===== src/hdl/length_prefix_deframer_assert.svh =====
// assertion macros shared by the deframer rtl
`ifndef LENGTH_PREFIX_DEFRAMER_ASSERT_SVH
`define LENGTH_PREFIX_DEFRAMER_ASSERT_SVH

// same-cycle implication, checked outside reset
`define LPD_ASSERT_SAME(label, clk, rst, cond, expect_cond, msg) \
  label: assert property (@(posedge clk) disable iff (rst) (cond) |-> (expect_cond)) \
    else $error(msg);

// next-cycle implication, checked outside reset
`define LPD_ASSERT_NEXT(label, clk, rst, cond, expect_cond, msg) \
  label: assert property (@(posedge clk) disable iff (rst) (cond) |=> (expect_cond)) \
    else $error(msg);

`endif


===== src/hdl/lpd_pkg.sv =====
// types and constants of the length-prefix deframer
`timescale 1ns / 1ps

package lpd_pkg;

  // bytes in the big-endian length field
  localparam int unsigned LEN_BYTES = 4;

  localparam int unsigned BYTE_W   = 8;
  localparam int unsigned LEN_W    = 32;
  localparam int unsigned HDR_W    = 3;
  localparam int unsigned IDX_W    = 2;

  localparam logic [LEN_W-1:0] LEN_BYTES_V = LEN_W'(LEN_BYTES);
  localparam logic [HDR_W-1:0] HDR_LAST    = HDR_W'(LEN_BYTES - 1);

  localparam logic [LEN_W-1:0] MAX_LEN_RESET = '1;
  localparam logic [BYTE_W-1:0] REQUEST_ID_RESET  = 8'd1;
  localparam logic [BYTE_W-1:0] RESPONSE_ID_RESET = 8'd2;

  typedef enum logic [1:0] {
    KIND_NONE     = 2'd0,
    KIND_REQUEST  = 2'd1,
    KIND_RESPONSE = 2'd2,
    KIND_OTHER    = 2'd3
  } kind_t;

  typedef enum logic [1:0] {
    ERR_NONE     = 2'd0,
    ERR_SHORT    = 2'd1,
    ERR_OVERSIZE = 2'd2
  } frame_err_t;

  typedef enum logic [IDX_W-1:0] {
    REG_REQUEST_ID  = 2'd0,
    REG_RESPONSE_ID = 2'd1,
    REG_MAX_LEN     = 2'd2
  } cfg_reg_t;

endpackage


===== src/hdl/length_prefix_deframer.sv =====
// length-prefix deframer: byte stream in, annotated bytes out
// an accepted beat is held in the input register and moves to the output register when
// that is empty or being taken; one byte per cycle unless the output stalls; one input register and one output register
// with a single pass of counter and compare logic between them
// the output register frees as it is taken, so input continues under a full output
// reset: synchronous rst clears framing state and restores ids and maximum length
`timescale 1ns / 1ps

`include "length_prefix_deframer_assert.svh"

module length_prefix_deframer (
  input  logic        clk,
  input  logic        rst,
  input  logic        s_axis_tvalid,
  output logic        s_axis_tready,
  input  logic [7:0]  s_axis_tdata,   // [7:0] data_byte
  output logic        m_axis_tvalid,
  input  logic        m_axis_tready,
  output logic [39:0] m_axis_tdata,   // [7:0] out_byte, [39:8] byte_offset
  output logic        m_axis_tlast,
  output logic [4:0]  m_axis_tuser,   // [0] frame_first, [2:1] kind, [4:3] frame_error
  input  logic        cfg_valid,
  output logic        cfg_ready,
  input  logic [1:0]  cfg_index,
  input  logic [31:0] cfg_data
);

  // configuration
  logic [lpd_pkg::BYTE_W-1:0] request_id;
  logic [lpd_pkg::BYTE_W-1:0] response_id;
  logic [lpd_pkg::LEN_W-1:0]  max_len;

  // input register
  logic                       in_valid;
  logic [lpd_pkg::BYTE_W-1:0] in_byte;

  // framing state
  logic [lpd_pkg::HDR_W-1:0] header_count, header_count_next;
  logic [lpd_pkg::LEN_W-1:0] length_accum, length_accum_next;
  logic [lpd_pkg::LEN_W-1:0] bytes_left, bytes_left_next;
  logic [lpd_pkg::LEN_W-1:0] offset_count, offset_count_next;
  lpd_pkg::kind_t            kind_held, kind_held_next;
  lpd_pkg::frame_err_t       error_held, error_held_next;

  // output register
  logic                       out_valid;
  logic [lpd_pkg::BYTE_W-1:0] out_byte;
  logic [lpd_pkg::LEN_W-1:0]  out_offset;
  logic                       out_first;
  logic                       out_last;
  lpd_pkg::kind_t             out_kind;
  lpd_pkg::frame_err_t        out_error;

  // result of the current beat
  logic [lpd_pkg::LEN_W-1:0] res_offset;
  logic                      res_first;
  logic                      res_last;
  logic [lpd_pkg::LEN_W-1:0] accum_base;
  logic [lpd_pkg::LEN_W-1:0] len_new;

  logic advance;

  assign advance       = in_valid && (!out_valid || m_axis_tready);
  assign s_axis_tready = !in_valid || advance;
  assign cfg_ready     = 1'b1;

  assign m_axis_tvalid = out_valid;
  assign m_axis_tdata  = {out_offset, out_byte};
  assign m_axis_tlast  = out_last;
  assign m_axis_tuser  = {out_error, out_kind, out_first};

  always_ff @(posedge clk) begin
    if (rst) begin
      request_id  <= lpd_pkg::REQUEST_ID_RESET;
      response_id <= lpd_pkg::RESPONSE_ID_RESET;
      max_len     <= lpd_pkg::MAX_LEN_RESET;
    end else if (cfg_valid && cfg_ready) begin
      case (lpd_pkg::cfg_reg_t'(cfg_index))
        lpd_pkg::REG_REQUEST_ID:  request_id  <= cfg_data[lpd_pkg::BYTE_W-1:0];
        lpd_pkg::REG_RESPONSE_ID: response_id <= cfg_data[lpd_pkg::BYTE_W-1:0];
        lpd_pkg::REG_MAX_LEN:     max_len     <= cfg_data;
        default: ;
      endcase
    end
  end

  always_comb begin
    header_count_next = header_count;
    length_accum_next = length_accum;
    bytes_left_next   = bytes_left;
    offset_count_next = offset_count;
    kind_held_next    = kind_held;
    error_held_next   = error_held;
    res_first         = 1'b0;
    res_last          = 1'b0;
    accum_base        = length_accum;
    len_new           = '0;
    res_offset        = offset_count;

    if (bytes_left == '0) begin
      // length field beat
      if (header_count == '0) begin
        res_first       = 1'b1;
        accum_base      = '0;
        kind_held_next  = lpd_pkg::KIND_NONE;
        error_held_next = lpd_pkg::ERR_NONE;
      end
      res_offset        = {{(lpd_pkg::LEN_W-lpd_pkg::HDR_W){1'b0}}, header_count};
      len_new           = {accum_base[lpd_pkg::LEN_W-lpd_pkg::BYTE_W-1:0], in_byte};
      length_accum_next = len_new;
      if (header_count >= lpd_pkg::HDR_LAST) begin
        header_count_next = '0;
        if (len_new < lpd_pkg::LEN_BYTES_V) begin
          // too short to hold its own length field: close the frame here
          error_held_next = lpd_pkg::ERR_SHORT;
          res_last        = 1'b1;
        end else begin
          if (len_new > max_len) error_held_next = lpd_pkg::ERR_OVERSIZE;
          bytes_left_next   = len_new - lpd_pkg::LEN_BYTES_V;
          offset_count_next = lpd_pkg::LEN_BYTES_V;
          if (len_new == lpd_pkg::LEN_BYTES_V) res_last = 1'b1;
        end
      end else begin
        header_count_next = header_count + 1'b1;
      end
    end else begin
      // body beat; the first one is the type byte
      if (offset_count == lpd_pkg::LEN_BYTES_V) begin
        if (in_byte == request_id)       kind_held_next = lpd_pkg::KIND_REQUEST;
        else if (in_byte == response_id) kind_held_next = lpd_pkg::KIND_RESPONSE;
        else                             kind_held_next = lpd_pkg::KIND_OTHER;
      end
      offset_count_next = offset_count + 1'b1;
      bytes_left_next   = bytes_left - 1'b1;
      if (bytes_left == lpd_pkg::LEN_W'(1)) res_last = 1'b1;
    end
  end

  always_ff @(posedge clk) begin
    if (rst) begin
      in_valid     <= 1'b0;
      out_valid    <= 1'b0;
      header_count <= '0;
      length_accum <= '0;
      bytes_left   <= '0;
      offset_count <= '0;
      kind_held    <= lpd_pkg::KIND_NONE;
      error_held   <= lpd_pkg::ERR_NONE;
    end else begin
      if (s_axis_tvalid && s_axis_tready) begin
        in_valid <= 1'b1;
      end else if (advance) begin
        in_valid <= 1'b0;
      end

      if (advance) begin
        out_valid    <= 1'b1;
        header_count <= header_count_next;
        length_accum <= length_accum_next;
        bytes_left   <= bytes_left_next;
        offset_count <= offset_count_next;
        kind_held    <= kind_held_next;
        error_held   <= error_held_next;
      end else if (m_axis_tready) begin
        out_valid <= 1'b0;
      end
    end
  end

  // payload registers
  always_ff @(posedge clk) begin
    if (s_axis_tvalid && s_axis_tready) begin
      in_byte <= s_axis_tdata;
    end
    if (advance) begin
      out_byte   <= in_byte;
      out_offset <= res_offset;
      out_first  <= res_first;
      out_last   <= res_last;
      out_kind   <= kind_held_next;
      out_error  <= error_held_next;
    end
  end

  `LPD_ASSERT_NEXT(a_advance_fills_out, clk, rst, advance, out_valid,
    "processed beat did not reach the output register")
  `LPD_ASSERT_SAME(a_body_means_no_header, clk, rst, bytes_left != '0,
    header_count == '0, "body bytes pending with a part-built length field")
  `LPD_ASSERT_SAME(a_first_at_zero, clk, rst, out_valid && out_first,
    out_offset == '0, "first byte of a frame not at offset zero")
  `LPD_ASSERT_SAME(a_kind_after_header, clk, rst,
    out_valid && (out_kind != lpd_pkg::KIND_NONE),
    out_offset >= lpd_pkg::LEN_BYTES_V, "kind set inside the length field")

endmodule


===== config.mk =====
export PLATFORM = sky130hd
export DESIGN_NAME = length_prefix_deframer
export DESIGN_NICKNAME = d
export VERILOG_FILES = /design/src/hdl/lpd_pkg.sv /design/src/hdl/length_prefix_deframer.sv
export VERILOG_INCLUDE_DIRS = /design/src /design/src/hdl
export SDC_FILE = /design/constraint.sdc
export NUM_CORES = 1
export LEC_CHECK = 0
export BUFFER_PORTS_ARGS = -buffer_cell sky130_fd_sc_hd__clkbuf_2
export CORE_ASPECT_RATIO = 1.25
export CORE_MARGIN = 2
export CORE_UTILIZATION = 40
export DETAILED_ROUTE_END_ITERATION = 6
export GPL_TIMING_DRIVEN = 0
export SYNTH_ARGS = -nofsm -noshare
export SYNTH_HDL_FRONTEND = slang
export SYNTH_SLANG_ARGS = --single-unit

===== constraint.sdc =====
create_clock -name clk -period 4.6 [get_ports clk]
set_input_delay 0.46 -clock clk [delete_from_list [all_inputs] [get_ports clk]]
set_output_delay 0.46 -clock clk [all_outputs]
set_load 0.1 [all_outputs]

Word level (Yosys, flattened, before mapping)
Cells that the tools add are included.
Word-level totals
  output and inout bits: 49
  flip-flop bits (word level): 199
  logic and storage cells: 81
  input bits: 47
Operators by class
  reductions and logical operators: 16
  equal/unequal tests: 9
  add/subtract/negate cells: 4
  order comparisons: 3
  mux-type cells: 30
Operators by type and width (count)
  32-bit 2-to-1 mux: 6
  32-bit by 3-bit == test with 1-bit output, second input constant: 2
  24-bit 2-to-1 mux: 2
  32-bit by 1-bit adder with 32-bit output, second input constant: 1
  32-bit by 1-bit == test with 1-bit output, second input constant: 1
  32-bit > comparator: 1
  32-bit zero test: 1
  32-bit by 3-bit less-than comparator with 1-bit output, second input constant: 1
  32-bit by 1-bit subtractor with 32-bit output, second input constant: 1
  32-bit by 3-bit subtractor with 32-bit output, second input constant: 1
  2-bit 2-to-1 mux: 9
  8-bit == test: 2
  1-bit 2-to-1 mux: 11
  2-bit AND reduction: 4
  3-bit 2-to-1 mux: 2
  2-bit nonzero test: 2
  3-bit by 1-bit adder with 3-bit output, second input constant: 1
  3-bit by 2-bit >= comparator with 1-bit output, second input constant: 1
  3-bit zero test: 1
  3-bit AND reduction: 1
  2-bit by 1-bit == test with 1-bit output, second input constant: 1
  2-bit == test, second input constant: 1
  1-bit logical AND: 2
  1-bit zero test: 2
  4 further kinds: 5

Logic depth before layout (Yosys ltp)
  word-level depth: 8
  mapped depth: 16
  gate-level depth less buffers: 13

Worst setup path after synthesis
OpenSTA, ideal clock, no wires.
  path kind: reg2reg
  start: register out_valid (netlist: m_axis_tvalid)
  end: register offset_count[10] in the netlist's numbering
  cell stages (with the launch flop): 10
  arrival time: 3.641 ns
  setup slack: 0.842 ns
  required time: 4.483 ns
  buffers on the path: 3
  library setup time: 0.117 ns
  period minus slack after synthesis: 3.758 ns
  cell sequence: dfxtp_1 nor2b_1 nand2b_1 buf_2 inv_1 clkbuf_1 nand2_2 o21ai_2 buf_2 nor2_1
Between the ends
  longest elaborated chain between the ends: 4
Ends and longest elaborated chain
  start, declared: line length_prefix_deframer.sv:46  | logic out_valid;
  start signal, assigned: line length_prefix_deframer.sv:142  | out_valid <= 1'b0;
  start signal, assigned: line length_prefix_deframer.sv:157  | out_valid <= 1'b1;
  start signal, assigned: line length_prefix_deframer.sv:165  | out_valid <= 1'b0;
  1-bit zero test: line length_prefix_deframer.sv:63  | assign advance = in_valid && (!out_valid || m_axis_tready);
  1-bit logical OR: line length_prefix_deframer.sv:63
  1-bit logical AND: line length_prefix_deframer.sv:63
  via advance: line length_prefix_deframer.sv:61  | logic advance;
  3-bit AND reduction (no line)
  end signal, assigned: line length_prefix_deframer.sv:161  | offset_count <= offset_count_next;
  end, declared: line length_prefix_deframer.sv:41  | logic [lpd_pkg::LEN_W-1:0] offset_count, offset_count_next;
The timed path passes the listed nets, and every way through them passes these cells.
A chain may end at the register's enable or synchronous reset.

Final worst setup path
  start: register header_count[0] in the netlist's numbering
  end: register out_error[0], data pin
Between the ends
  longest elaborated chain between the ends: 8
  elaborated cells between the ends (all ways): 11
  those cells by class: 3 x order compare; 7 x mux; 1 x reduce/logical
Ends and longest elaborated chain
  start, declared: line length_prefix_deframer.sv:38  | logic [lpd_pkg::HDR_W-1:0] header_count, header_count_next;
  start signal, assigned: line length_prefix_deframer.sv:158  | header_count <= header_count_next;
  3-bit zero test: line length_prefix_deframer.sv:102  | if (header_count == '0) begin
  24-bit 2-to-1 mux: line length_prefix_deframer.sv:102
  24-bit 2-to-1 mux: line length_prefix_deframer.sv:100  | if (bytes_left == '0) begin
  32-bit > comparator: line length_prefix_deframer.sv:118  | if (len_new > max_len) error_held_next = lpd_pkg::ERR_OVERSIZE;
  2-bit 2-to-1 mux: line length_prefix_deframer.sv:118
  2-bit 2-to-1 mux: line length_prefix_deframer.sv:113  | if (len_new < lpd_pkg::LEN_BYTES_V) begin
  2-bit 2-to-1 mux *: line length_prefix_deframer.sv:111  | if (header_count >= lpd_pkg::HDR_LAST) begin
  2-bit 2-to-1 mux *: line length_prefix_deframer.sv:100
  via error_held_next[0]: line length_prefix_deframer.sv:43  | lpd_pkg::frame_err_t error_held, error_held_next;
  end signal, assigned: line length_prefix_deframer.sv:181  | out_error <= error_held_next;
  end, declared: line length_prefix_deframer.sv:52  | lpd_pkg::frame_err_t out_error;
The timed path passes the listed nets; every way through them passes the cells marked *. The select of a mux whose other input is x is not followed.

==> results.md <==
- CTS root buf: clkbuf_16
- Layout cell share with drive strength beyond 1: 13.0%
- P_sw: 4140 uW
- CP peak stage delay: 0.55 ns
- Gr busiest metal: met2
- Post-Synth Adder-Cell Area: 4.52%
- CTS sink cnt: 199
- Sequential power share: 26.9%
- Crit path max fanout: 10
- Synth Warn #: 0
- Min-delay worst type: in2reg
- Post-DP HPWL: 23900 um
- Synthesized area per cell: 8.58 sq um
- Layout Cells excl Fill: 1690
- Number of port buffers: 93
- M2 GR Usage: 42.4%
- Clock transition at the registers of the reported paths: 0.07 ns
- Fin nets: 1422
- Worst setup EP type: flop
- Switching Fraction: 50.5%
- Placed Cells: 1659
- Die area: 0.0276 sq mm
- Drt drc: 0
- Final design utilization: 46.3%
- H-tree levels: 4
- Global placement routability congestion: 0.984
- Xor/xnor share of the synthesized area: 3.75%
- Initial core utilization: 40.5%
- Routed Antenna Nets: 0
- FMAX: 0.233 GHz
- Setup ws final: 0.314 ns
- M1 GR Usage: 27.0%
- Compound-Gate Fraction of Synth Area: 16.5%
- PD cells: 683 mW/mm^2
- Drt total wl: 31600 um
- Std-Cell Rows: 66
- GRT overflow: 0
- Simple-Gate Fraction of Synth Area: 25.1%
- GRT Util Overall: 23.2%
- Worst skew pair latency: 0.45 ns
- Rel. slew slack: 36.1%
- Slew of the pin with the lowest slew margin: 0.951 ns
- Outcome: finished, final reports clean
- Number of fill cells in the layout: 2607
- Clock skew: 0.0140 ns
- Setup Viol. Count Final: 0
- Syn_nets: 1310
- Post-Syn Area: 0.0105 sq mm
- DIE HEIGHT: 185 um
- Setup TNS: 0 ns
- Clock share of power: 18.3%
- Distinct cells, synth: 72
- Pre-CTS WS: -0.263 ns
- Slew Limit Fails: 0
- Die X: 149 um
- Mapped Cells: 1225
- Pre-antenna DRT Iters: 5
- Top cell by count, worst path: clkbuf_2
- Crit path max-delay cell type: or4_1
- Seq/Total Area, Yosys: 43.0%
- Area grow syn2layout: 14.1%
- Critical path class: reg2reg
- Drt first-iter violations: 568
- Crit path DAT: 4.47 ns
- Worst vdd ir: 0.437 mV
- Fin crit share: 93.2%
- Number of global-route vias before repair: 9061
- Bufs on Longest Clock Path: 2
- Global-route wire length before repair: 49600 um
- FF+latch count, synth: 199
- Int Pwr: 4050 uW
- Worst path required time: 4.79 ns
- Most used flip-flop cell after synthesis: dfxtp_1
- Routed via count: 9408
- Startpoint types: flop
- Antenna cells: 0
- Ys async rst share: 0%
- Minimum clock period: 4.29 ns
- Final Hold Fails: 0
- CTS tree: done
- Number of flops mapped to enable cells by yosys: 54
- Mux cell area share after synthesis: 1.90%
- Core Footprint: 0.0259 sq mm
- Leak Pwr: 0.00467 uW
- Logic pwr share: 54.8%
- RSZ-0062 raised after global routing: false
- Largest net degree at the start of global routing: 37
- Cts bufs inserted: 17
- DR vias/cell: 5.57
- Worst path cell trace: inv_1 > ha_1 > nand2b_1 > clkbuf_2 > clkbuf_2 > clkbuf_2 > and2_1 > ha_1 > nand4_1 > or4_1 > nor3_1 > a21oi_1 > o21ai_0 > o21ai_0
- MaxCap Viol Count: 0
- Largest family of logic cells by synthesized area: simple AND/OR/NAND/NOR gates
- Worst hold slack: 0.187 ns
- Routed WL per cell: 18.7 um
- Met3 usage: 3.62%
- CTS Hold Bufs: 0
- Ports: 96
- Initial antenna violation count: 0
## cell type report
class | count | area, sq um | share of cell area [%]
clock buffers | 19 | 433 | 3.61
flip-flops and latches | 199 | 4520 | 37.7
inverters | 53 | 199 | 1.66
repair buffers | 94 | 485 | 4.05
plain buffers | 74 | 340 | 2.84
well taps | 340 | 425 | 3.55
clock inverters | 13 | 138 | 1.15
multi-input cells | 898 | 5450 | 45.4
## synthesized netlist by cell type, types with 4 or more instances
cell type  count  area share, %
nor4_1        38            2.3
or3_1         16           0.95
or2_2          5           0.30
o21ai_0       56            2.7
nand2_1      158            5.6
a21oi_1       95            4.5
nor2_1        95            3.4
xor2_1        24            2.0
and4_1         6           0.50
mux2i_1       20            1.9
a31oi_1        7           0.42
dfxtp_1      145             28
and2_1        50            3.0
a211oi_1       5           0.36
nand3_1       41            2.0
o22ai_1        9           0.54
buf_2         13           0.62
nand2b_1      10           0.60
edfxtp_1      54             15
xnor2_1       21            1.7
o31ai_1       11           0.79
or4_1         12           0.86
buf_6          4           0.43
o32ai_1        5           0.42
nor3b_1        5           0.36
ha_1          38            4.5
nor3_1        36            1.7
o211ai_1      38            2.7
a211oi_2       4           0.48
inv_1         52            1.9
clkbuf_1      50            1.8
nand4_1       19            1.1
o21a_1         7           0.50
and3_1         6           0.36
a32o_1         4           0.38
buf_1          5           0.18
nand3b_1       6           0.43
## metrics by stage
stage / cell area, sq um / power (uW)
6_report: 12000 / 8200
5_1_grt: 12000 / 8660
4_1_cts: 12000 / 8140
3_5_place_dp: 11400 / 6640
3_3_place_gp: 11400 / 6590
2_1_floorplan: 10500 / 5250
## power groups by stage
stage / combinational, uW / clock [uW] / sequential, uW
after floorplan: 2900 / 0 / 2360
after global placement: 4360 / 0 / 2240
after detailed placement: 4410 / 0 / 2240
after CTS: 4420 / 1520 / 2200
after global routing: 4840 / 1590 / 2230
final: 4500 / 1500 / 2200
## cells by family (layout without fill, tap and decap cells)
kind of cell	Yosys count	after routing
muxes	20	20
xor gates and xnor gates	45	45
buffers and inverters	128	253
other	1	1
adders and majority gates	38	38
AOI/OAI and AO/OA	272	272
DFF	199	199
and+or+nand+nor	522	522
## registers in the layout (all words and copies together) (netlist names)
signal and cells:
bytes_left 32, max_len 32, offset_count 32, out_offset 32, length_accum 24, in_byte 8
out_byte 8, request_id 8, response_id 8, header_count 3, error_held 2, kind_held 2
out_error 2, out_kind 2, in_valid 1, m_axis_tlast 1, m_axis_tvalid 1, out_first 1
## worst paths after layout
check                           slack, ns  cells after the start                endpoint                          from
worst min-delay path                 0.19                      1    in_byte[6]$_DFFE_PP_               s_axis_tdata[6]
worst min register to register       0.45                      0   out_byte[0]$_DFFE_PP_          in_byte[0]$_DFFE_PP_
worst max-delay path                 0.31                     14  out_error[0]$_DFFE_PP_  header_count[0]$_SDFFE_PP0P_
worst max register to register       0.31                     14  out_error[0]$_DFFE_PP_  header_count[0]$_SDFFE_PP0P_
## per-layer routing
metal	part of all wire, %	wire, um
met1	41	13100
met2	51	16200
met3	4.6	1440
met4	2.7	849
met5	0	0
## timing repair
item / CTS / global route
cloned: 0 / 0
setup buffers: 0 / 0
endpoints found under the setup margin: 4 / 4
resized for setup: 2 / 2
## cells in the final DEF (no fill, tap or decap), types with 21 or more instances in the layout
cell type	n
nand3_1	41
a21oi_1	95
nor4_1	38
edfxtp_1	54
nor2_1	95
clkbuf_2	97
xor2_1	24
nor3_1	36
nand2_1	158
o211ai_1	38
clkbuf_1	47
o21ai_0	56
and2_1	50
xnor2_1	21
inv_1	52
dfxtp_1	145
ha_1	38
## critical path, delay by kind of cell, from the launching register on
family / cells / cell delay, ns
simple gates: 5 / 1.54
buf+inv: 4 / 1.04
flops: 1 / 0.38
compound gates: 3 / 0.65
fa+ha+maj: 2 / 0.38
Note: power is estimated with default switching activity, not from simulation.
